--- src/rtl/nmea_sentence_checksum_validator_unit_defines.svh ---
// assertion macros for the nmea sentence checker
// used by the top level; expects clk and rst in scope
`ifndef NMEA_SENTENCE_CHECKSUM_VALIDATOR_UNIT_DEFINES_SVH
`define NMEA_SENTENCE_CHECKSUM_VALIDATOR_UNIT_DEFINES_SVH

// same-cycle implication, checked out of reset
`define NSCV_ASSERT_IMP(lbl, ante, cons, msg) \
  lbl: assert property (@(posedge clk) disable iff (rst) (ante) |-> (cons)) \
    else $error(msg);

// next-cycle implication, checked out of reset
`define NSCV_ASSERT_NEXT(lbl, ante, cons, msg) \
  lbl: assert property (@(posedge clk) disable iff (rst) (ante) |=> (cons)) \
    else $error(msg);

`endif

--- src/rtl/nscv_pkg.sv ---
// shared types, constants and helpers for the nmea sentence checker
// no dependencies
package nscv_pkg;

  localparam int unsigned CHAR_W    = 8;
  localparam int unsigned COUNT_W   = 8;
  localparam int unsigned HEX_W     = 16;
  localparam int unsigned DIGITS_W  = 2;
  localparam int unsigned STATUS_W  = 3;
  localparam int unsigned PADDR_W   = 3;
  localparam int unsigned PDATA_W   = 32;

  localparam logic [CHAR_W-1:0]  CHR_DOLLAR = 8'h24;
  localparam logic [CHAR_W-1:0]  CHR_STAR   = 8'h2A;
  localparam logic [COUNT_W-1:0] COUNT_MAX  = 8'hFF;
  localparam logic [DIGITS_W-1:0] DIGITS_MAX = 2'd3;

  // register map
  localparam logic [PADDR_W-1:0]  ADDR_MAX_LENGTH  = 3'd0;
  localparam logic [COUNT_W-1:0]  MAX_LENGTH_RESET = 8'd82;

  typedef enum logic [STATUS_W-1:0] {
    STAT_OK        = 3'd0,
    STAT_NO_DOLLAR = 3'd1,
    STAT_TOO_LONG  = 3'd2,
    STAT_MISMATCH  = 3'd3,
    STAT_NO_DIGITS = 3'd4
  } status_t;

  // running sentence state after the current character
  typedef struct packed {
    logic [COUNT_W-1:0]  count;
    logic [CHAR_W-1:0]   xsum;
    logic                first_ok;
    logic                seen_star;
    logic [HEX_W-1:0]    hex_value;
    logic [DIGITS_W-1:0] hex_digits;
    logic                hex_done;
  } scan_t;

  // one verdict word
  typedef struct packed {
    logic               ok;
    status_t            status;
    logic [CHAR_W-1:0]  sum;
    logic [COUNT_W-1:0] length;
  } result_t;

  // digit value in [3:0], bit 4 set when not a hex digit
  function automatic logic [4:0] hex_of(input logic [CHAR_W-1:0] c);
    logic [4:0] d;
    d = 5'h10;
    if (c >= 8'h30 && c <= 8'h39) begin
      d = {1'b0, c[3:0]};
    end else if ((c >= 8'h41 && c <= 8'h46) || (c >= 8'h61 && c <= 8'h66)) begin
      d = {1'b0, c[3:0] + 4'd9};
    end
    return d;
  endfunction

endpackage

--- src/rtl/nscv_scan.sv ---
// per-character sentence state: count, xor, star and hex digit tracking
// depends on nscv_pkg
module nscv_scan (
  input  logic                       clk,
  input  logic                       rst,
  input  logic                       take,
  input  logic [nscv_pkg::CHAR_W-1:0] char_byte,
  input  logic                       last_char,
  output nscv_pkg::scan_t            scan_next
);
  import nscv_pkg::*;

  scan_t cur;
  logic [4:0] digit;

  // next state for the character at the input
  always_comb begin
    scan_next = cur;
    digit     = hex_of(char_byte);
    if (cur.count != COUNT_MAX) begin
      scan_next.count = cur.count + 8'd1;
    end
    if (cur.count == '0) begin
      scan_next.first_ok = (char_byte == CHR_DOLLAR);
    end else if (!cur.seen_star) begin
      if (char_byte == CHR_STAR) begin
        scan_next.seen_star = 1'b1;
      end else begin
        scan_next.xsum = cur.xsum ^ char_byte;
      end
    end else if (!cur.hex_done) begin
      if (!digit[4]) begin
        scan_next.hex_value = {cur.hex_value[HEX_W-5:0], digit[3:0]};
        if (cur.hex_digits != DIGITS_MAX) begin
          scan_next.hex_digits = cur.hex_digits + 2'd1;
        end
      end else begin
        scan_next.hex_done = 1'b1;
      end
    end
  end

  // state register, cleared after each sentence
  always_ff @(posedge clk) begin
    if (rst) begin
      cur <= '0;
    end else if (take) begin
      if (last_char) begin
        cur <= '0;
      end else begin
        cur <= scan_next;
      end
    end
  end

endmodule

--- src/rtl/nscv_judge.sv ---
// sentence verdict from the final running state
// depends on nscv_pkg
module nscv_judge (
  input  nscv_pkg::scan_t              scan_next,
  input  logic [nscv_pkg::COUNT_W-1:0] max_length,
  output nscv_pkg::result_t            result
);
  import nscv_pkg::*;

  logic [HEX_W-1:0] ext;
  status_t          st;

  // sign-extended sum against the received number, in priority order
  always_comb begin
    ext = {{(HEX_W-CHAR_W){scan_next.xsum[CHAR_W-1]}}, scan_next.xsum};
    priority if (!scan_next.first_ok) begin
      st = STAT_NO_DOLLAR;
    end else if (scan_next.count > max_length) begin
      st = STAT_TOO_LONG;
    end else if (scan_next.seen_star && scan_next.hex_digits == '0) begin
      st = STAT_NO_DIGITS;
    end else if (scan_next.seen_star && ext != scan_next.hex_value) begin
      st = STAT_MISMATCH;
    end else begin
      st = STAT_OK;
    end
    result.ok     = (st == STAT_OK);
    result.status = st;
    result.sum    = scan_next.xsum;
    result.length = scan_next.count;
  end

endmodule

--- src/rtl/nscv_outbuf.sv ---
// output word register with a skid stage behind it
// depends on nscv_pkg
module nscv_outbuf (
  input  logic              clk,
  input  logic              rst,
  input  logic              push,
  input  nscv_pkg::result_t push_word,
  output logic              room,
  output logic              out_valid,
  input  logic              out_ready,
  output nscv_pkg::result_t out_word
);
  import nscv_pkg::*;

  result_t skid_word;
  logic    skid_valid;

  assign room = !skid_valid;

  // control
  always_ff @(posedge clk) begin
    if (rst) begin
      out_valid  <= 1'b0;
      skid_valid <= 1'b0;
    end else if (!out_valid || out_ready) begin
      if (skid_valid) begin
        skid_valid <= 1'b0;
      end else begin
        out_valid <= push;
      end
    end else if (push) begin
      skid_valid <= 1'b1;
    end
  end

  // payload
  always_ff @(posedge clk) begin
    if (!out_valid || out_ready) begin
      if (skid_valid) begin
        out_word <= skid_word;
      end else if (push) begin
        out_word <= push_word;
      end
    end else if (push) begin
      skid_word <= push_word;
    end
  end

endmodule

--- src/rtl/nmea_sentence_checksum_validator_unit.sv ---
// top level of the nmea sentence checker: config register, scan, verdict, output buffer
// depends on nscv_pkg, nscv_scan, nscv_judge, nscv_outbuf and the defines header
//
// usage:
//   input channel (in_valid/in_ready) carries one sentence character per word,
//   with last_char set on the final character. output channel (out_valid/out_ready)
//   carries one verdict word per sentence: sentence_ok, status, computed_sum and
//   sentence_length.
//   max_length is written over the apb port at byte address 0 (reset 82); write
//   it only while no sentence is in flight.
//   throughput: one character per cycle while in_ready is high; the running state is
//   combinational logic between the state registers and the output register.
//   the verdict is registered into the output register, or into the skid stage on a stall.
//   when the receiver stalls, a second verdict is caught in a skid stage and
//   in_ready drops only while that stage is full, so characters that are not
//   final still flow in as long as the skid stage is empty.
//   reset clears the running state, both output stages and sets max_length to 82.
module nmea_sentence_checksum_validator_unit (
  input  logic                        clk,
  input  logic                        rst,
  input  logic                        psel,
  input  logic                        penable,
  input  logic                        pwrite,
  input  logic [nscv_pkg::PADDR_W-1:0] paddr,
  input  logic [nscv_pkg::PDATA_W-1:0] pwdata,
  output logic [nscv_pkg::PDATA_W-1:0] prdata,
  output logic                        pready,
  input  logic                        in_valid,
  output logic                        in_ready,
  input  logic [nscv_pkg::CHAR_W-1:0]  char_byte,
  input  logic                        last_char,
  output logic                        out_valid,
  input  logic                        out_ready,
  output logic                        sentence_ok,
  output logic [nscv_pkg::STATUS_W-1:0] status,
  output logic [nscv_pkg::CHAR_W-1:0]  computed_sum,
  output logic [nscv_pkg::COUNT_W-1:0] sentence_length
);
  import nscv_pkg::*;
  `include "nmea_sentence_checksum_validator_unit_defines.svh"

  logic [COUNT_W-1:0] max_length;
  logic               take;
  logic               room;
  scan_t              scan_next;
  result_t            verdict;
  result_t            out_word;

  // config register
  assign pready = 1'b1;
  always_ff @(posedge clk) begin
    if (rst) begin
      max_length <= MAX_LENGTH_RESET;
    end else if (psel && penable && pwrite && paddr == ADDR_MAX_LENGTH) begin
      max_length <= pwdata[COUNT_W-1:0];
    end
  end

  // read back
  always_comb begin
    prdata = '0;
    if (paddr == ADDR_MAX_LENGTH) begin
      prdata = {{(PDATA_W-COUNT_W){1'b0}}, max_length};
    end
  end

  // input handshake
  assign in_ready = room;
  assign take     = in_valid && in_ready;

  nscv_scan u_scan (
    .clk       (clk),
    .rst       (rst),
    .take      (take),
    .char_byte (char_byte),
    .last_char (last_char),
    .scan_next (scan_next)
  );

  nscv_judge u_judge (
    .scan_next  (scan_next),
    .max_length (max_length),
    .result     (verdict)
  );

  nscv_outbuf u_outbuf (
    .clk       (clk),
    .rst       (rst),
    .push      (take && last_char),
    .push_word (verdict),
    .room      (room),
    .out_valid (out_valid),
    .out_ready (out_ready),
    .out_word  (out_word)
  );

  // result word out
  assign sentence_ok     = out_word.ok;
  assign status          = out_word.status;
  assign computed_sum    = out_word.sum;
  assign sentence_length = out_word.length;

  // checks
  `NSCV_ASSERT_IMP(a_skid_behind_out, !in_ready, out_valid, "skid full with empty output")
  `NSCV_ASSERT_NEXT(a_final_gives_word, take && last_char, out_valid, "final word lost")
  `NSCV_ASSERT_IMP(a_ok_matches_status, out_valid, sentence_ok == (status == STAT_OK), "ok flag disagrees with status")
  `NSCV_ASSERT_IMP(a_too_long_len, out_valid && status == STAT_TOO_LONG, sentence_length > max_length, "too long verdict on short sentence")

endmodule
--- config.mk ---
export PLATFORM = sky130hd
export DESIGN_NAME = nmea_sentence_checksum_validator_unit
export DESIGN_NICKNAME = d
export VERILOG_FILES = /design/src/rtl/nscv_pkg.sv /design/src/rtl/nscv_scan.sv /design/src/rtl/nscv_judge.sv /design/src/rtl/nscv_outbuf.sv /design/src/rtl/nmea_sentence_checksum_validator_unit.sv
export VERILOG_INCLUDE_DIRS = /design/src /design/src/rtl
export SDC_FILE = /design/constraint.sdc
export NUM_CORES = 1
export LEC_CHECK = 0
export BUFFER_PORTS_ARGS = -buffer_cell sky130_fd_sc_hd__buf_2
export CELL_PAD_IN_SITES_DETAIL_PLACEMENT = 1
export CELL_PAD_IN_SITES_GLOBAL_PLACEMENT = 1
export CORE_ASPECT_RATIO = 1.25
export CORE_MARGIN = 3
export CORE_UTILIZATION = 45
export CTS_CLUSTER_SIZE = 28
export DETAILED_ROUTE_END_ITERATION = 12
export PLACE_DENSITY = 0.9
export REMOVE_ABC_BUFFERS = 1
export SLEW_MARGIN = 20
export SYNTH_ARGS = -nofsm -noshare
export SYNTH_HDL_FRONTEND = slang
export SYNTH_SLANG_ARGS = --single-unit
--- constraint.sdc ---
create_clock -name clk -period 4.9 [get_ports clk]
set_clock_uncertainty 0.2 [all_clocks]
set_input_delay 0.49 -clock clk [delete_from_list [all_inputs] [get_ports clk]]
set_output_delay 0.49 -clock clk [all_outputs]
set_load 0.005 [all_outputs]
# ---- Word level (Yosys, flattened, before mapping)
# Index checks and enable logic that the tools add are counted.
dict set report op_classes {
  reduce_logical 25
  n_eq_ne 6
  n_mux 23
  addsub 3
  bitwise 3
  magnitude_cmp 7
}
# op n
set op_table {}
lappend op_table {{$mux W20} 3}
lappend op_table {{$mux W8} 5}
lappend op_table {{$mux W19} 2}
lappend op_table {{$mux W37} 1}
lappend op_table {{$mux W18} 1}
lappend op_table {{$eq A8 B6 Y1 const B} 2}
lappend op_table {{$ge A8 B7 Y1 const B} 2}
lappend op_table {{$le A8 B7 Y1 const B} 2}
lappend op_table {{$ne A16 B16 Y1} 1}
lappend op_table {{$logic_and A1 B1 Y1} 10}
lappend op_table {{$mux W5} 2}
lappend op_table {{$mux W3} 3}
lappend op_table {{$add A8 B1 Y8 const B} 1}
lappend op_table {{$ge A8 B6 Y1 const B} 1}
lappend op_table {{$gt A8 B8 Y1} 1}
lappend op_table {{$le A8 B6 Y1 const B} 1}
lappend op_table {{$logic_not A8 Y1} 1}
lappend op_table {{$ne A8 B8 Y1 const B} 1}
lappend op_table {{$xor A8 B8 Y8} 1}
lappend op_table {{$logic_not A3 Y1} 2}
lappend op_table {{$reduce_and A2 Y1} 3}
lappend op_table {{$add A4 B4 Y4 const B} 1}
lappend op_table {{$mux W1} 4}
lappend op_table {{$mux W2} 2}
lappend op_table {{9 further kinds} 14}
dict set report totals {
  output_inout_bits 55
  wordCells 85
  regBits 87
  in_bits 51
}

# ---- Logic depth before layout (Yosys ltp)
# Gate-level depths: netlist of run 1.
dict set report depth {
  depth_word 18
  ltp_mapped 15
  mapped_depth_nobuf 15
}

# ---- Modules after synthesis
# From an unflattened synthesis of run 1, not the netlist that was laid out.
dict set report unflattened {
  cells_unflattened 508
  hier_area_um2 5053.6
}
# module cells_each n_inst seq_area_each_um2 area_each_um2
set modules_own_cells {}
lappend modules_own_cells {nscv_scan 290 1 740.7 2240.9}
lappend modules_own_cells {nscv_outbuf 75 1 1241.2 1661.6}
lappend modules_own_cells {nmea_sentence_checksum_validator_unit 73 1 160.2 644.4}
lappend modules_own_cells {nscv_judge 70 1 0.0 506.7}

# ---- Worst setup path before layout of run 1
# Ideal clock, no wire load.
dict set report synth_path {
  path_type {register -> register}
  start {reg u_scan.cur[29] (netlist bit)}
  end {reg u_outbuf.out_word[17] (netlist name)}
  period_less_slack_ns 3.329
  path_stages_with_launch 15
  slack_ns 1.571
  arrival_ns 2.873
  setup_ns 0.256
  t_required_ns 4.444
  path_buffers 0
  path_cell_list {dfxtp_1 -> ha_1 -> nand2_1 -> nor2_1 -> nand3_1 -> o21ai_0 -> ha_1 -> nor2b_1 -> o21a_1 -> o21a_1 -> o21a_1 -> o21bai_1 -> a22o_1 -> o31ai_1 -> a31o_2}
}
# element line
set synth_rtl {}
lappend synth_rtl {{start: declaration} nscv_scan.sv:13} ;# scan_t cur;
lappend synth_rtl {{start signal: assignment} nscv_scan.sv:51} ;# cur <= scan_next;

==> results.yml, run 1 <==
layout:
  finalInstanceArea_mm2: 0.00515
  fin_nets: 566
  final_common_cell: "buf_2"
  drive_above_1_share_pct: 21.0
  layout_common_cells: "56 x buf_2, 55 x nor2_1, 47 x dfxtp_1, 40 x edfxtp_1, 27 x a22oi_1"
  diodes: 0
  syn2layout_area_growth_pct: 12.2
logic_synthesis:
  ys_async_sr_fraction_pct: 0
  synth.avg_cell_area_um2: 10.2
  synthDistinctLibCells: 56
  postSynthCellCount: 451
  ys_ff_latch: 87
  ys.flop_type: "dfxtp_1"
  seq_area_frac_synth_pct: 46.6
  yosysWarnings: 0
  synth_edf_count: 40
  synthesis.area_mm2: 0.00459
worst_setup_path:
  crit_slowest_cell: "o21ai_0"
  worstPathRequired_ns: 4.83
  r2r_start: "u_scan.cur[29]"
  cp-end-kind: "register"
  startpoint: "u_scan.cur[29]"
  critPathMaxStageDelay_ns: 0.55
  r2r_end: "u_outbuf.out_word[18]"
  arrival_ns: 4.14
  crit_path_cell_trace: "ha_1 > nand2_1 > nor2_1 > nand3_1 > o21ai_0 > ha_1 > nor2b_1 > o21a_1 > o21a_1 > o21a_1 > o21bai_1 > a22o_1 > nand2_1 > o41ai_1"
  rr_worst_depth: 14
  crit_end: "u_outbuf.out_word[18]"
  crit_family: "compound AO/OA/AOI/OAI gates"
  start_kind: "register"
  crit_type: "reg -> reg"
  cpMostUsedCell: "o21a_1"
  crit_buf_inv: 0
  crit_fanout: 8
  rrSetupSlack_ns: 0.69
  crit_cells: 14
power_and_ir_drop:
  totalPowerFinal_mw: 1.57
  p_sw_mw: 0.359
  intPower_mw: 1.21
  max-vdd-ir-drop_uv: 189
  p_leak_nw: 2.05
  seqPwrFrac_pct: 49.5
  p_sw_share_pct: 22.9
  p_clk_share_pct: 42.2
  combPwrFrac_pct: 8.3
  power.density_mw_per_mm2: 304
drt:
  drc_errors: 0
  ant_nets: 0
  dr.pass1.iters: 4
  routed_wl_um: 11700
  wl_per_cell_um: 18.5
  via_count: 3569
  avgViaCountPerCell: 5.66
  drtIter0Drc: 222
place:
  post_dp_cell_area_mm2: 0.00486
  hpwl_um: 8120
  io_buffers: 56
  gp_congestion: 0.851
  place_ws_ns: 0.808
clocking:
  root_buffer: "clkbuf_16"
  htree_levels: 3
  cts.repair.resized: 0
  cts_buffers: 9
  cts_tree: "yes"
  cts_buffer_depth: 2
  cts.clk_slew.worst_paths_ns: 0.06
  clock_latency_ns: 0.34
  clkSinkCount: 87
  postCtsSetupRepairBufs: 0
  hold_buffers: 0
global_route:
  grt_pass1_wl_um: 19100
  grt_max_degree: 46
  antenna_found_initial: 0
  grt_pass1_vias: 3840
  grtUsageTotal_pct: 21.7
  grt_overflow: 0
floorplanning:
  die_area_mm2: 0.0115
  fp.coreArea_mm2: 0.00976
  die_y_um: 119
  start_util_pct: 47.1
  fp-row-count: 40
  die_w_um: 96.4
  io_pins: 106
timing:
  finalHoldWorstSlack_ns: 0.153
  tightest_slew_ns: 0.969
  fmaxAchievable_ghz: 0.238
  final_hold_viol_count: 0
  timing.final.crit_share_pct: 85.9
  slew_viol_final: 0
  tns_ns: 0
  finalWorstSetupSlack_ns: 0.691
  fin_crit_ns: 4.21
  slew_headroom_pct: 35.2
  setup_viol: 0
  rsz0062_at_grt: "false"
status:
  status: "complete, no violations"
hold_path:
  hold_path_class: "in -> reg"
flow_run:
  drv_cap: 0
[cell usage after synthesis (3+ instances only)]
library cell	n	area (um2)
a211o_1	3	26.3
a21oi_1	17	85.1
a22oi_1	27	203
a31o_2	3	26.3
and2_1	9	56.3
buf_4	26	195
clkbuf_1	14	52.6
dfxtp_1	47	941
edfxtp_1	40	1200
ha_1	15	188
inv_1	16	60.1
mux2_2	16	180
mux2i_1	16	160
nand2_1	22	82.6
nand2b_1	4	25.0
nand3_1	16	80.1
nand4_1	4	25.0
nor2_1	56	210
nor3_1	9	45.0
nor3_2	3	30.0
nor3b_1	3	22.5
o21a_1	7	52.6
o21ai_0	12	60.1
or3_1	6	37.5
xnor2_1	19	166
[power by group through the flow]
stage                     clock (mW)  sequential, mW  combinational, mW
after floorplan                    0           0.792             0.0711
after CTS                      0.668           0.776              0.130
after global routing           0.693           0.776              0.144
after global placement             0           0.790              0.120
after detailed placement           0           0.791              0.126
final                          0.661           0.775              0.131
[worst min-delay path by stage]
stage	from	to	slack, ns	cells past startpoint
after floorplan	u_scan.cur[0]	u_scan.cur[0]	0.23	2
after global placement	u_scan.cur[0]	u_scan.cur[0]	0.25	2
after detailed placement	u_scan.cur[0]	u_scan.cur[0]	0.29	2
after CTS	pwdata[6]	max_length[6]	0.15	2
after global routing	pwdata[6]	max_length[6]	0.16	2
final	pwdata[6]	max_length[6]	0.15	2
[registers in the layout, summed over array words and instances, names as in the netlist]
signal and flops:
u_scan.cur 37, u_outbuf.out_word 20, u_outbuf.skid_word 20, max_length 8
u_outbuf.out_valid 1, u_outbuf.skid_valid 1
[stage by stage]
stage | std cells | util, %
6_report | 631 | 52.8
5_1_grt | 631 | 52.8
4_1_cts | 631 | 52.7
3_5_place_dp | 615 | 49.8
3_3_place_gp | 615 | 49.8
2_1_floorplan | 431 | -
[worst reg2reg max path: cells and delay by family (launching register included)]
kind	cells	cell delay (ns)
AO/OA/AOI/OAI	7	1.78
adder cells (fa/ha/maj)	2	0.62
flip-flops	1	0.41
AND/OR/NAND/NOR	5	0.98
[routing by layer]
metal | global-route usage (%) | share of wire, % | vias to the layer above
met5 | 0 | 0 | -
met4 | 11.0 | 3.2 | 0
met3 | 3.03 | 4.4 | 31
met2 | 37.9 | 53 | 99
met1 | 25.3 | 39 | 1768
li1 | - | - | 1671
[cells by family (layout without fill, tap and decap cells)]
group / after synthesis / after routing / share of synthesized area [%]
AND/OR/NAND/NOR: 143 / 143 / 15.8
AO/OA/AOI/OAI: 91 / 91 / 14.3
flip-flops: 87 / 87 / 46.6
buffers and inverters: 60 / 91 / 7.36
multiplexers: 32 / 32 / 7.41
XOR/XNOR: 21 / 21 / 4.17
adder cells (fa/ha/maj): 15 / 15 / 4.09
other: 2 / 25 / 0.164
[final cells by class]
cell class / instances / area (um2)
Clock buffer: 12 / 236
Timing Repair Buffer: 58 / 295
Tap cell: 126 / 158
Sequential cell: 87 / 2140
Clock inverter: 4 / 46.3
Multi-Input combinational cell: 327 / 2210
Inverter: 17 / 63.8
Fill cell: 1124 / 4610
Power figures use the tool's default switching activity.
==> inputs of run 2 (changes only) <==
CORE_UTILIZATION = 46   (was 45)
CTS_BUF_LIST = sky130_fd_sc_hd__clkbuf_4 sky130_fd_sc_hd__clkbuf_8   (was not set)
PLACE_DENSITY = 0.91   (was 0.9)
==> run 2 against run 1 <==
- critical path depth unchanged
- design area down 1.4%
- first-iteration DRC count down 5.9%
- fmax about the same
- hold slack worse by 0.024 ns
- sequential power about the same
- core utilization down 0.18 points
- worst setup slack worse by 0.00089 ns
==> results.yml, run 2 (synthesis results as in run 1) <==
worst_setup_path:
  crit_slowest_cell: "o21ai_0"
  cpMostUsedCell: "o21a_1"
  critPathMaxStageDelay_ns: 0.58
  cp-end-kind: "register"
  crit_path_cell_trace: "ha_1 > nand2_1 > nor2_1 > nand3_1 > o21ai_0 > ha_1 > nor2b_1 > o21a_1 > o21a_1 > o21a_1 > o21bai_1 > a22o_1 > nand2_1 > o41ai_1"
  crit_fanout: 8
  crit_type: "reg -> reg"
  start_kind: "register"
  arrival_ns: 4.18
  worstPathRequired_ns: 4.87
layout:
  max_flop_register: "u_scan.cur"
  fillers: 1111
  largest_reg_flops: 37
  multi_input_area_mm2: 0.00221
  register_area_mm2: 0.00214
  fin_nets: 566
  drive_above_1_share_pct: 21.6
  largestRegisters: "u_scan.cur (37), u_outbuf.out_word (20), u_outbuf.skid_word (20)"
  layout_common_cells: "56 x nor2_1, 56 x buf_2, 47 x dfxtp_1, 40 x edfxtp_1, 27 x a22oi_1"
  diodes: 0
  final_util_pct: 52.6
  syn2layout_area_growth_pct: 10.6
drt:
  wl_per_cell_um: 17.5
  ant_nets: 0
  dr.pass1.iters: 4
  avgViaCountPerCell: 5.51
  routed_wl_um: 11100
  drtIter0Drc: 209
  via_count: 3479
  drc_errors: 0
timing:
  fmaxAchievable_ghz: 0.238
  slew_headroom_pct: 29.1
  rsz0062_at_grt: "false"
  fin_crit_ns: 4.21
  timing.final.crit_share_pct: 85.9
  slew_viol_final: 0
  tightest_slew_ns: 1.06
  tns_ns: 0
  final_hold_viol_count: 0
  setup_viol: 0
global_route:
  grtUsageTotal_pct: 20.6
  grt_pass1_vias: 3622
  grt_pass1_wl_um: 18100
  antenna_found_initial: 0
  grt_overflow: 0
  grt_max_degree: 46
clocking:
  cts_tree: "yes"
  postCtsSetupRepairBufs: 0
  hold_buffers: 0
  cts.clk_slew.worst_paths_ns: 0.09
  cts_buffer_depth: 2
  clkSinkCount: 87
  cts.repair.resized: 0
  clock_latency_ns: 0.37
  cts_buffers: 9
  root_buffer: "clkbuf_8"
  htree_levels: 3
power_and_ir_drop:
  max-vdd-ir-drop_uv: 125
  power.density_mw_per_mm2: 285
  totalPowerFinal_mw: 1.45
  p_leak_nw: 2.03
floorplanning:
  die_y_um: 118
  start_util_pct: 47.5
  io_pins: 106
  die_area_mm2: 0.0112
  fp.coreArea_mm2: 0.00966
  die_w_um: 95.4
  fp-row-count: 40
flow_run:
  drv_cap: 0
place:
  io_buffers: 56
  gp_congestion: 0.848
  hpwl_um: 7970
status:
  status: "complete, no violations"
hold_path:
  hold_path_class: "in -> reg"
## run 2: cell types whose count changed in the layout (fill, tap and decap cells not counted)
cell       delta
bufinv_16     +1
clkbuf_1      -3
clkbuf_16     -9
clkbuf_4      +1
clkbuf_8      +9
clkinv_1      -1
clkinv_2      +1
inv_4         +1
nor2_1        +1
nor2_2        -1
## run 2: worst paths after layout
kind                                startpoint               endpoint  slack, ns  cells after the start
worst max-delay path            u_scan.cur[29]  u_outbuf.out_word[18]       0.69                     14
worst min-delay path                 pwdata[6]          max_length[6]       0.13                      2
worst max register to register  u_scan.cur[29]  u_outbuf.out_word[18]       0.69                     14
worst min register to register  u_scan.cur[21]         u_scan.cur[21]       0.31                      2
## run 2: area by class of cell
type | instances | area share (%)
Clock buffer | 10 | 2.59
Clock inverter | 6 | 1.65
Inverter | 17 | 1.26
Multi-Input combinational cell | 327 | 43.4
Sequential cell | 87 | 42.2
Tap cell | 126 | 3.10
Timing Repair Buffer | 58 | 5.81
## run 2: worst max-delay path: cells and delay by family, from the launching register on
family          cells  cell delay (ns)
compound gates      7             1.80
simple gates        5             0.95
flops               1             0.43
fa+ha+maj           2             0.62
## run 2: routing by layer
| metal | part of all wire [%] | GRT usage, % | vias up |
|---|---|---|---|
| li1 | - | - | 1674 |
| met1 | 42 | 26.3 | 1729 |
| met5 | 0 | 0 | - |
| met2 | 53 | 34.3 | 69 |
| met4 | 0.98 | 7.04 | 0 |
| met3 | 4.0 | 3.96 | 7 |
## run 2: per-stage QoR
step                      instances  cell area (um2)  setup slack (ns)  hold WS [ns]
after detailed placement        615             4860             0.894         0.271
final                           631             5080             0.690         0.129
after floorplan                 431             4400              1.56         0.231
after global routing            631             5080             0.276         0.120
after global placement          615             4860              1.10         0.249
after CTS                       631             5080             0.733         0.111
## run 2: power breakdown
part           total [mW]  internal [mW]  switching, mW  leakage, nW
combinational       0.129         0.0457         0.0836         1.16
sequential          0.774          0.769        0.00508        0.757
clock               0.546          0.291          0.255        0.110
total                1.45           1.11          0.344         2.03
